### src/hw/rtl/ttlc_pkg.sv
package ttlc_pkg;

  localparam int unsigned CAPACITY_DEF = 16;
  localparam int unsigned KEY_BITS_DEF = 32;
  localparam logic [4:0]  MAX_ENTRIES_RST = 5'd16;

  typedef enum logic [1:0] {
    CMD_LOOKUP = 2'd0,
    CMD_INSERT = 2'd1,
    CMD_SWEEP  = 2'd2,
    CMD_NONE   = 2'd3
  } cmd_e;

  typedef enum logic [2:0] {
    ST_IDLE,
    ST_MATCH,
    ST_TOUCH,
    ST_EVICT,
    ST_ALLOC,
    ST_SWEEP,
    ST_DONE
  } state_e;

  typedef enum logic [2:0] {
    SEL_KEY,
    SEL_HIT,
    SEL_LRU,
    SEL_EXP,
    SEL_FREE
  } sel_e;

  typedef enum logic [2:0] {
    ACT_NONE,
    ACT_MATCH,
    ACT_TOUCH,
    ACT_REMOVE,
    ACT_ALLOC
  } act_e;

  typedef struct packed {
    act_e act;
    sel_e sel;
    logic wr;
  } cell_ctl_t;

endpackage

### src/hw/rtl/ttlc_cell.sv
module ttlc_cell #(
  parameter int unsigned KW = 32,
  parameter int unsigned RW = 4
) (
  input  logic              clk_i,
  input  logic              rst_ni,
  input  ttlc_pkg::cell_ctl_t ctl_i,
  input  logic [KW-1:0]     key_i,
  input  logic [31:0]       value_i,
  input  logic [31:0]       expiry_i,
  input  logic [31:0]       now_i,
  input  logic [RW-1:0]     rref_i,
  input  logic              first_i,
  input  logic              any_i,
  input  logic [RW-1:0]     rank_i,
  input  logic [31:0]       val_i,
  output logic              first_o,
  output logic              any_o,
  output logic [RW-1:0]     rank_o,
  output logic [31:0]       val_o,
  output logic              valid_o
);

  logic          valid_q, valid_d, hit_q, hit_d;
  logic [KW-1:0] key_q, key_d;
  logic [31:0]   value_q, value_d, exp_q, exp_d;
  logic [RW-1:0] rank_q, rank_d;
  logic          cand, sel;

  always_comb begin
    unique case (ctl_i.sel)
      ttlc_pkg::SEL_KEY:  cand = valid_q && (key_q == key_i);
      ttlc_pkg::SEL_HIT:  cand = hit_q;
      ttlc_pkg::SEL_LRU:  cand = valid_q && (rank_q == rref_i);
      ttlc_pkg::SEL_EXP:  cand = valid_q && (exp_q < now_i);
      ttlc_pkg::SEL_FREE: cand = !valid_q;
      default:            cand = 1'b0;
    endcase
  end

  assign sel     = cand && first_i;
  assign first_o = first_i && !cand;
  assign any_o   = any_i | sel;
  assign rank_o  = rank_i | (sel ? rank_q : '0);
  assign val_o   = val_i | (sel ? value_q : '0);
  assign valid_o = valid_q;

  always_comb begin
    valid_d = valid_q;
    hit_d   = hit_q;
    key_d   = key_q;
    value_d = value_q;
    exp_d   = exp_q;
    rank_d  = rank_q;
    unique case (ctl_i.act)
      ttlc_pkg::ACT_NONE: ;
      ttlc_pkg::ACT_MATCH: hit_d = sel;
      ttlc_pkg::ACT_TOUCH: begin
        if (sel) begin
          rank_d = '0;
          if (ctl_i.wr) begin
            value_d = value_i;
            exp_d   = expiry_i;
          end
        end else if (valid_q && rank_q < rref_i) begin
          rank_d = rank_q + 1'b1;
        end
      end
      ttlc_pkg::ACT_REMOVE: begin
        if (sel) begin
          valid_d = 1'b0;
        end else if (valid_q && rank_q > rref_i) begin
          rank_d = rank_q - 1'b1;
        end
      end
      ttlc_pkg::ACT_ALLOC: begin
        if (sel) begin
          valid_d = 1'b1;
          key_d   = key_i;
          value_d = value_i;
          exp_d   = expiry_i;
          rank_d  = '0;
        end else if (valid_q) begin
          rank_d = rank_q + 1'b1;
        end
      end
      default: ;
    endcase
  end

  always_ff @(posedge clk_i or negedge rst_ni) begin
    if (!rst_ni) begin
      valid_q <= 1'b0;
      hit_q   <= 1'b0;
    end else begin
      valid_q <= valid_d;
      hit_q   <= hit_d;
    end
  end

  always_ff @(posedge clk_i) begin
    key_q   <= key_d;
    value_q <= value_d;
    exp_q   <= exp_d;
    rank_q  <= rank_d;
  end

endmodule

### config.mk
export PLATFORM = sky130hd
export DESIGN_NAME = ttlc_cell
export DESIGN_NICKNAME = d
export VERILOG_FILES = /design/src/hw/rtl/ttlc_pkg.sv /design/src/hw/rtl/ttlc_cell.sv
export SDC_FILE = /design/constraint.sdc
export NUM_CORES = 1
export LEC_CHECK = 0
export ABC_AREA = 1
export BUFFER_PORTS_ARGS = -buffer_cell sky130_fd_sc_hd__buf_2
export CAP_MARGIN = 10
export CORE_UTILIZATION = 45
export CTS_CLUSTER_SIZE = 30
export DETAILED_ROUTE_END_ITERATION = 16
export GPL_ROUTABILITY_DRIVEN = 1
export PLACE_DENSITY = 0.75
export SYNTH_ARGS = -nofsm -noshare
export SYNTH_HDL_FRONTEND = slang
export SYNTH_SLANG_ARGS = --single-unit
### constraint.sdc
create_clock -name clk_i -period 11.25 [get_ports clk_i]
set_input_delay 2.25 -clock clk_i [delete_from_list [all_inputs] [get_ports clk_i]]
set_output_delay 2.25 -clock clk_i [all_outputs]
set_load 0.02 [all_outputs]
# [After elaboration in Yosys (flattened, before gate mapping)]
# Cells that the tools add are included.
# W data, S select, Z words.
[op_classes] addsub=2 magnitude_cmp=3 n_eq_ne=18 muxes=21 bitwise_logic=3 reduce_logical=17
[op_table] op="$mux W32" count=7
[op_table] op="$pmux W32 S2" count=2
[op_table] op="$eq A32 B32 Y1" count=1
[op_table] op="$lt A32 B32 Y1" count=1
[op_table] op="$or A32 B32 Y32" count=1
[op_table] op="$mux W4" count=7
[op_table] op="$eq A3 B2 Y1 const B" count=4
[op_table] op="$ne A2 B2 Y1 const B" count=6
[op_table] op="$pmux W4 S3" count=1
[op_table] op="$logic_and A1 B1 Y1" count=7
[op_table] op="$eq A3 B1 Y1 const B" count=2
[op_table] op="$eq A3 B3 Y1 const B" count=2
[op_table] op="$ne A3 B3 Y1 const B" count=2
[op_table] op="$pmux W1 S5" count=1
[op_table] op="$reduce_and A5 Y1" count=1
[op_table] op="$add A4 B1 Y4 const B" count=1
[op_table] op="$eq A4 B4 Y1" count=1
[op_table] op="$gt A4 B4 Y1" count=1
[op_table] op="$lt A4 B4 Y1" count=1
[op_table] op="$or A4 B4 Y4" count=1
[op_table] op="$reduce_and A4 Y1" count=1
[op_table] op="$reduce_bool A2 Y1" count=2
[op_table] op="$sub A4 B1 Y4 const B" count=1
[op_table] op="$logic_not A3 Y1" count=1
[op_table] op="7 further kinds" count=9
[totals] regBits=102 inputBits=179 out_inout_bits=39 word_cells=70

# [Longest topological paths before layout]
# Gate-level depths: netlist of run 1.
[logic_depth] depth_word=6 ltp_mapped=19 depth_no_buf=19

# [Least setup slack after synthesis of run 1]
# No wires, ideal clock.
[synth_path] path_type="input-to-reg" start="input now_i[27]" end="register exp_q[0], enable pin" setup_time_ps=487 arrival_time_ps=6235 required_time_ps=10763 path_slack_ps=4528 stages=13 n_path_buf=1 cell_sequence="inv_1 > ha_1 > a21oi_1 > o21ai_0 > a21o_1 > a21oi_1 > nand3_1 > nand2_1 > nand2_1 > nand2_2 > nand2_4 > buf_6 > nor2_1"
[synth_between] elab_chain_cells=6 elab_cells_between_ends=7 classes_between="1 x order compare; 2 x eq/ne; 1 x mux; 3 x reduce/logical"
[synth_rtl] item="from (decl)" line="ttlc_cell.sv:11" rtl="input logic [31:0] now_i,"
[synth_rtl] item="$lt A32 B32 Y1 (*)" line="ttlc_cell.sv:35" rtl="ttlc_pkg::SEL_EXP: cand = valid_q && (exp_q < now_i);"
[synth_rtl] item="$logic_and A1 B1 Y1 (*)" line="ttlc_cell.sv:35"
[synth_rtl] item="$pmux W1 S5 (*)" line="ttlc_cell.sv:31" rtl="unique case (ctl_i.sel)"
[synth_rtl] item="$logic_and A1 B1 Y1 (*)" line="ttlc_cell.sv:41" rtl="assign sel = cand && first_i;"
[synth_rtl] item="$ne A2 B2 Y1 (no source line)"
[synth_rtl] item="$reduce_and A4 Y1 (no source line) (*)"
[synth_rtl] item="to (signal assigned)" line="ttlc_cell.sv:104" rtl="exp_q <= exp_d;"
[synth_rtl] item="to (decl)" line="ttlc_cell.sv:26" rtl="logic [31:0] value_q, value_d, exp_q, exp_d;"
# Every way passes the cells marked *; elsewhere a longest branch is shown, timed or not.
# A chain may end at the register's enable or synchronous reset.

# [Final worst setup path of run 1]
[layout_path] start="input now_i[15]" end="output any_o"
[layout_between] elab_chain_cells=5
[layout_rtl] item="$lt A32 B32 Y1" line="ttlc_cell.sv:35"
[layout_rtl] item="$logic_and A1 B1 Y1" line="ttlc_cell.sv:35"
[layout_rtl] item="$pmux W1 S5" line="ttlc_cell.sv:31"
[layout_rtl] item="$logic_and A1 B1 Y1" line="ttlc_cell.sv:41"
[layout_rtl] item="$or A1 B1 Y1" line="ttlc_cell.sv:43" rtl="assign any_o = any_i | sel;"
[layout_rtl] item="to (decl)" line="ttlc_cell.sv:18" rtl="output logic any_o,"
# No other way between the ends.

==> results.toml, run 1 <==
[floorplan]
die_h_um = 112
die_area_sq_um = 12600
start_util_pct = 47.1
core_area_sq_um = 11700
row_count = 39
fp.dieW_um = 112
io_pins = 218

[final_layout]
layout.nets = 984
fin_util_pct = 60.5
syn2layout_area_growth_pct = 28.5
mostFrequentLayoutCell = "buf_2"
layout_common_cells = "buf_2 (217), inv_1 (141), nand2_1 (118), edfxtp_1 (100), ha_1 (37)"
drive_gt1_share_pct = 36.1
antennaDiodeCount = 0

[worst_setup_path]
path_max_fanout = 46
cp.arrival_ps = 4480
required_ps = 9000
crit_path_frequent_cell = "nand2_1"
path_class = "in -> out"
crit_chain = "buf_2 > inv_1 > ha_1 > nand2_1 > nor4_1 > nand2_1 > nand2_1 > nand2_1 > nand3_1 > nand2_1 > nand2_1 > nand2_2 > nand2_4 > nand2_1 > buf_2"
cpPeakStageDelay_ps = 550
critPathLaunchType = "input pin"
cp_slowest_cell = "nand2_4"
end_kind = "output port"

[timing]
grt_setup_unrepaired = "false"
tightest_slew_ps = 834
setup_slack_ps = 4520
setup_viol = 0
post-route-period-util_pct = 59.9
final.setup.tns_ps = 0
hold_viol = 0
fmax_ghz = 0.149
max_slew_margin_pct = 44.3
finalClockSkew_ps = 8.50
drv_slew = 0
post-route-min-period_ps = 6730

[cts]
cts_resized = 0
clock-root-buffer = "clkbuf_16"
clock-sinks = 102
path_clk_slew_ps = 70
cts_buffer_depth = 2
postCtsSetupBuffers = 0
h-tree-depth = 3
clk_latency_ps = 350
cts_tree = "done"
numCtsBuffers = 9
cts_hold_buf = 0

[yosys]
synth_cells = 542
synth-async-reset-ratio_pct = 1.96
synth_seq_cells = 102
ys_types = 28
syn_nets = 758
yosysSeqAreaShare_pct = 55.6
postSynthAreaPerCell_sq_um = 10.1
netlist_area_sq_um = 5490
dominantRegCellSynth = "edfxtp_1"
synth_warnings = 0
synth_edf_count = 100

[routing]
drc = 0
vias = 4185
vias_per_cell = 4.57
wirelength_um = 12000
ant_nets = 0
avgRoutedWirePerCell_um = 13.2
drt_iter0_drc = 193
dr.pass1.iters = 4

[placement]
gp_congestion = 0.820
io_buffers = 217
preCtsSetupSlack_ps = 4470
dp_hpwl_um = 9610

[hold_path]
hold_path.class = "reg -> reg"

[pwr]
p_leak_nw = 3.64
powerDensity_nw_per_um2 = 123
vdd_drop_max_mv = 0.0906
finalPower_uw = 866

[global_routing]
grt_pass1_wl_um = 19300
antenna_found_initial = 0
overflow = 0
grt_pass1_vias = 4246
grt_max_degree = 47
track_usage_pct = 20.0

[flow_run]
maxCapViolCount = 0

[run_status]
outcome = "finished, final reports clean"
[synth_stat cells, drive strengths merged (2+ instances only)]
master / number / area share [%]
ha: 37 / 8.4
dfrtp: 2 / 0.91
buf: 4 / 0.82
nand3: 14 / 1.3
nand4: 2 / 0.23
o22ai: 4 / 0.46
nand2: 120 / 8.4
edfxtp: 100 / 55
nor2: 32 / 2.2
a21oi: 16 / 1.5
o21bai: 36 / 7.4
nor3: 3 / 0.27
xnor2: 7 / 1.1
o21ai: 14 / 1.3
inv: 142 / 9.7
[worst paths after layout]
kind	start	depth (start not counted)	end	slack [ps]
max in group asynchronous	rst_ni	1	hit_q$_DFFE_PN0N_	9480
worst min-delay path	hit_q$_DFFE_PN0N_	2	hit_q$_DFFE_PN0N_	490
worst max-delay path	now_i[15]	15	any_o	4520
worst max register to register	exp_q[13]$_DFFE_PP_	15	value_q[29]$_DFFE_PP_	7540
min in group asynchronous	rst_ni	1	valid_o$_DFFE_PN0P_	1670
worst min register to register	hit_q$_DFFE_PN0N_	2	hit_q$_DFFE_PN0N_	490
[layout make-up]
cell class | count | area [sq um]
fill | 988 | 4610
sequential | 102 | 3050
multi-input combinational | 294 | 1870
timing repair buffer | 219 | 1100
inverter | 142 | 533
clock buffer | 9 | 225
tap | 143 | 179
clock inverter | 7 | 96.3
[report_power, final]
part	internal (mW)	switching (mW)	leakage [nW]
clock network	0.196	0.139	0.160
registers	0.422	0.00305	0.928
logic	0.0504	0.0564	2.55
total	0.668	0.198	3.64
[stage by stage]
step                      instances  instance area, sq um  hold slack (ps)
after CTS                       916                  7050              495
after floorplan                 542                  5490              455
final                           916                  7050              491
after global routing            916                  7050              540
after global placement          900                  6730              478
after detailed placement        900                  6730              478
[flip-flops by register name, summed over array words and instances (netlist names)]
signal	count
key_q	32
rank_q	4
hit_q	1
exp_q	32
value_q	32
valid_o	1
[kinds of logic (layout without fill, tap and decap cells)]
group	after synthesis	after routing	synth area share (%)
compound gates	74	74	11.2
simple gates	175	175	12.9
flops	102	102	55.6
fa+ha+maj	37	37	8.44
buf+inv	146	377	10.5
xor+xnor	8	8	1.28
[critical path: cells and delay by family]
| kind | cells | cell delay (ps) |
|---|---|---|
| buffers and inverters | 3 | 310 |
| AND/OR/NAND/NOR | 11 | 1620 |
| adder cells (fa/ha/maj) | 1 | 280 |
[metal layers]
layer	part of all wire [%]	GRT usage, %
met1	39	21.1
met2	52	37.5
met3	7.5	7.24
met4	1.2	5.16
met5	0	0
Power figures use the tool's default switching activity.
==> run 2: changes to the inputs <==
--- a/config.mk
+++ b/config.mk
@@ -5,14 +5,14 @@
 export SDC_FILE = /design/constraint.sdc
 export NUM_CORES = 1
 export LEC_CHECK = 0
-export ABC_AREA = 1
+export ABC_AREA = 0
 export BUFFER_PORTS_ARGS = -buffer_cell sky130_fd_sc_hd__buf_2
 export CAP_MARGIN = 10
 export CORE_UTILIZATION = 45
 export CTS_CLUSTER_SIZE = 30
 export DETAILED_ROUTE_END_ITERATION = 16
 export GPL_ROUTABILITY_DRIVEN = 1
-export PLACE_DENSITY = 0.75
+export PLACE_DENSITY = 0.76
 export SYNTH_ARGS = -nofsm -noshare
 export SYNTH_HDL_FRONTEND = slang
 export SYNTH_SLANG_ARGS = --single-unit
==> constraint.sdc (replaced) <==
create_clock -name clk_i -period 6.6 [get_ports clk_i]
set_input_delay 1.32 -clock clk_i [delete_from_list [all_inputs] [get_ports clk_i]]
set_output_delay 1.32 -clock clk_i [all_outputs]
set_load 0.02 [all_outputs]
==> run 2 against run 1 <==
  * Critical path depth shrank 4
  * Global-route usage shrank 0.29 points
  * Die area shrank 9.0%
  * Count of clock-buffer cells in the layout grew 2
  * Area after synthesis shrank 9.2%
  * Sequential cell count is the same
  * Utilization shrank 0.85 points
  * Combinational power grew 62%
  * Cell count shrank 18%
==> results.toml, run 2 <==
[final_layout]
layout_common_cells = "buf_2 (217), edfxtp_1 (100), inv_1 (47), ha_1 (37), a21o_1 (36)"
drive_gt1_share_pct = 39.4
layout.nets = 818
reg.largest.list = "exp_q x32, key_q x32, value_q x32"
mostFrequentLayoutCell = "buf_2"
layout.cells.non_filler = 748
fillers = 899
fin_util_pct = 59.6
syn2layout_area_growth_pct = 29.1

[routing]
dr.pass1.iters = 4
drt_iter0_drc = 137
avgRoutedWirePerCell_um = 15.1
ant_nets = 0
drc = 0
vias_per_cell = 5.08
vias = 3798
wirelength_um = 11300

[timing]
max_slew_margin_pct = 25.3
tightest_slew_ps = 1120
post-route-period-util_pct = 84.4
finalClockSkew_ps = 10.6
grt_setup_unrepaired = "false"
fmax_ghz = 0.180
final.setup.tns_ps = 0
post-route-min-period_ps = 5570
drv_slew = 0
hold_viol = 0
setup_viol = 0

[yosys]
synth_area_leaders = "edfxtp_1 (60%), ha_1 (9.3%), a21o_1 (5.4%), xnor2_1 (4.2%), inv_1 (3.5%)"
yosysSeqAreaShare_pct = 61.2
syn_nets = 594
synth_edf_count = 100
synth_cells = 378
synthTopCellsByCount = "edfxtp_1 (100), inv_1 (47), ha_1 (37)"
postSynthAreaPerCell_sq_um = 13.2
synth_most_common_cell = "edfxtp_1"
synth-async-reset-ratio_pct = 1.96
yosysTopAreaCell = "edfxtp_1"
synth_warnings = 0
netlist_area_sq_um = 4980
synth_seq_cells = 102
synth.top_cell.area_share_pct = 60.2
ys_types = 48
dominantRegCellSynth = "edfxtp_1"

[floorplan]
fp.dieW_um = 107
die_area_sq_um = 11500
io_pins = 218
start_util_pct = 46.2
die_h_um = 107
row_count = 38
core_area_sq_um = 10800

[cts]
clock-sinks = 102
cts_buffer_depth = 2
path_clk_slew_ps = 80
clock-root-buffer = "clkbuf_8"
numCtsBuffers = 9
cts_resized = 0
cts_hold_buf = 0
h-tree-depth = 3
postCtsSetupBuffers = 0
cts_tree = "done"
clk_latency_ps = 360

[global_routing]
grt_pass1_wl_um = 17200
grt_pass1_vias = 3803
overflow = 0
antenna_found_initial = 1
grt_max_degree = 48
track_usage_pct = 19.7

[pwr]
powerDensity_nw_per_um2 = 197
swShare_pct = 22.9
p_int_uw = 977
seqPwrFrac_pct = 57.2
comb_power_share_pct = 13.7
p_leak_nw = 2.97
vdd_drop_max_mv = 0.141
p_sw_uw = 290
clockPowerShare_pct = 29.1

[worst_setup_path]
end_kind = "output port"
path_max_fanout = 47
required_ps = 5280
critPathLaunchType = "input pin"
cp.arrival_ps = 4250
path_class = "in -> out"

[run_status]
outcome = "finished, final reports clean"

[placement]
dp.cells = 731
gp_congestion = 0.809
io_buffers = 217
dp_hpwl_um = 9040

[hold_path]
hold_path.class = "reg -> reg"

[flow_run]
maxCapViolCount = 0
-- run 2: cell count changes after synthesis, sizes merged, moves of 3 or more --
cell,before,now
a21o,1,36
and4,0,3
inv,142,47
nand2,120,18
nand2b,0,7
nand3,14,6
nand4,2,8
nor2,32,11
nor4,1,5
o21ai,14,10
o21bai,36,0
o22ai,4,1
xnor2,7,24
-- run 2: cell families (layout without fill, tap and decap cells) --
logic type / count (synthesis) / after routing / share of synthesized area (%)
adder cells (fa/ha/maj): 37 / 37 / 9.29
XOR/XNOR: 27 / 27 / 4.74
AO/OA/AOI/OAI: 88 / 88 / 12.6
other: 0 / 1 / 0
buffers and inverters: 53 / 282 / 4.24
AND/OR/NAND/NOR: 69 / 69 / 7.45
flip-flops: 102 / 102 / 61.2
multiplexers: 2 / 2 / 0.452
-- run 2: final cells by class --
| cell class | count | area, sq um | share of cell area [%] |
|---|---|---|---|
| sequential | 102 | 3050 | 47.4 |
| antenna | 1 | 2.50 | 0.0389 |
| tap | 140 | 175 | 2.72 |
| inverter | 47 | 176 | 2.74 |
| multi-input combinational | 223 | 1730 | 26.9 |
| timing repair buffer | 219 | 1110 | 17.3 |
| clock inverter | 5 | 50.0 | 0.778 |
| clock buffer | 11 | 131 | 2.04 |
-- run 2: critical path, cell delays in order --
cell and delay [ps]:
buf_2 80, inv_1 40, ha_1 290, a21oi_1 60, o21ai_0 260, a41o_1 140
a21oi_1 80, o311ai_1 440, nand3_2 780, or2_2 580, buf_2 160
-- run 2: final timing paths --
check	start	end	slack, ps	depth (start not counted)
max	now_i[25]	any_o	1030	11
min	hit_q$_DFFE_PN0N_	hit_q$_DFFE_PN0N_	520	1
max reg2reg	exp_q[15]$_DFFE_PP_	exp_q[1]$_DFFE_PP_	2270	10
min reg2reg	hit_q$_DFFE_PN0N_	hit_q$_DFFE_PN0N_	520	1
max in group asynchronous	rst_ni	valid_o$_DFFE_PN0P_	5760	1
min in group asynchronous	rst_ni	hit_q$_DFFE_PN0N_	740	1
-- run 2: stage by stage --
| stage | total power [mW] | hold slack, ps | setup WS, ps | area (sq um) |
|---|---|---|---|---|
| 4_1_cts | 1.28 | 533 | 1070 | 6430 |
| 5_1_grt | 1.33 | 556 | 707 | 6430 |
| 6_report | 1.27 | 524 | 1030 | 6440 |
| 2_1_floorplan | 0.825 | 481 | 1430 | 4990 |
| 3_5_place_dp | 0.913 | 512 | 1080 | 6250 |
| 3_3_place_gp | 0.904 | 499 | 1270 | 6250 |
-- run 2: power groups by stage --
stage                     Clock (mW)  Combinational (mW)  Sequential (mW)
after floorplan                    0              0.0879            0.737
after global placement             0               0.166            0.739
after detailed placement           0               0.174            0.739
after CTS                      0.384               0.174            0.724
after global routing           0.409               0.193            0.725
final                          0.369               0.173            0.724
-- run 2: layer usage --
metal / up-vias / global-route usage, % / part of all wire [%]
li1: 1857 / - / -
met1: 1813 / 24.2 / 41
met2: 107 / 32.8 / 50
met3: 21 / 4.54 / 6.0
met4: 0 / 9.39 / 2.5
met5: - / 0 / 0
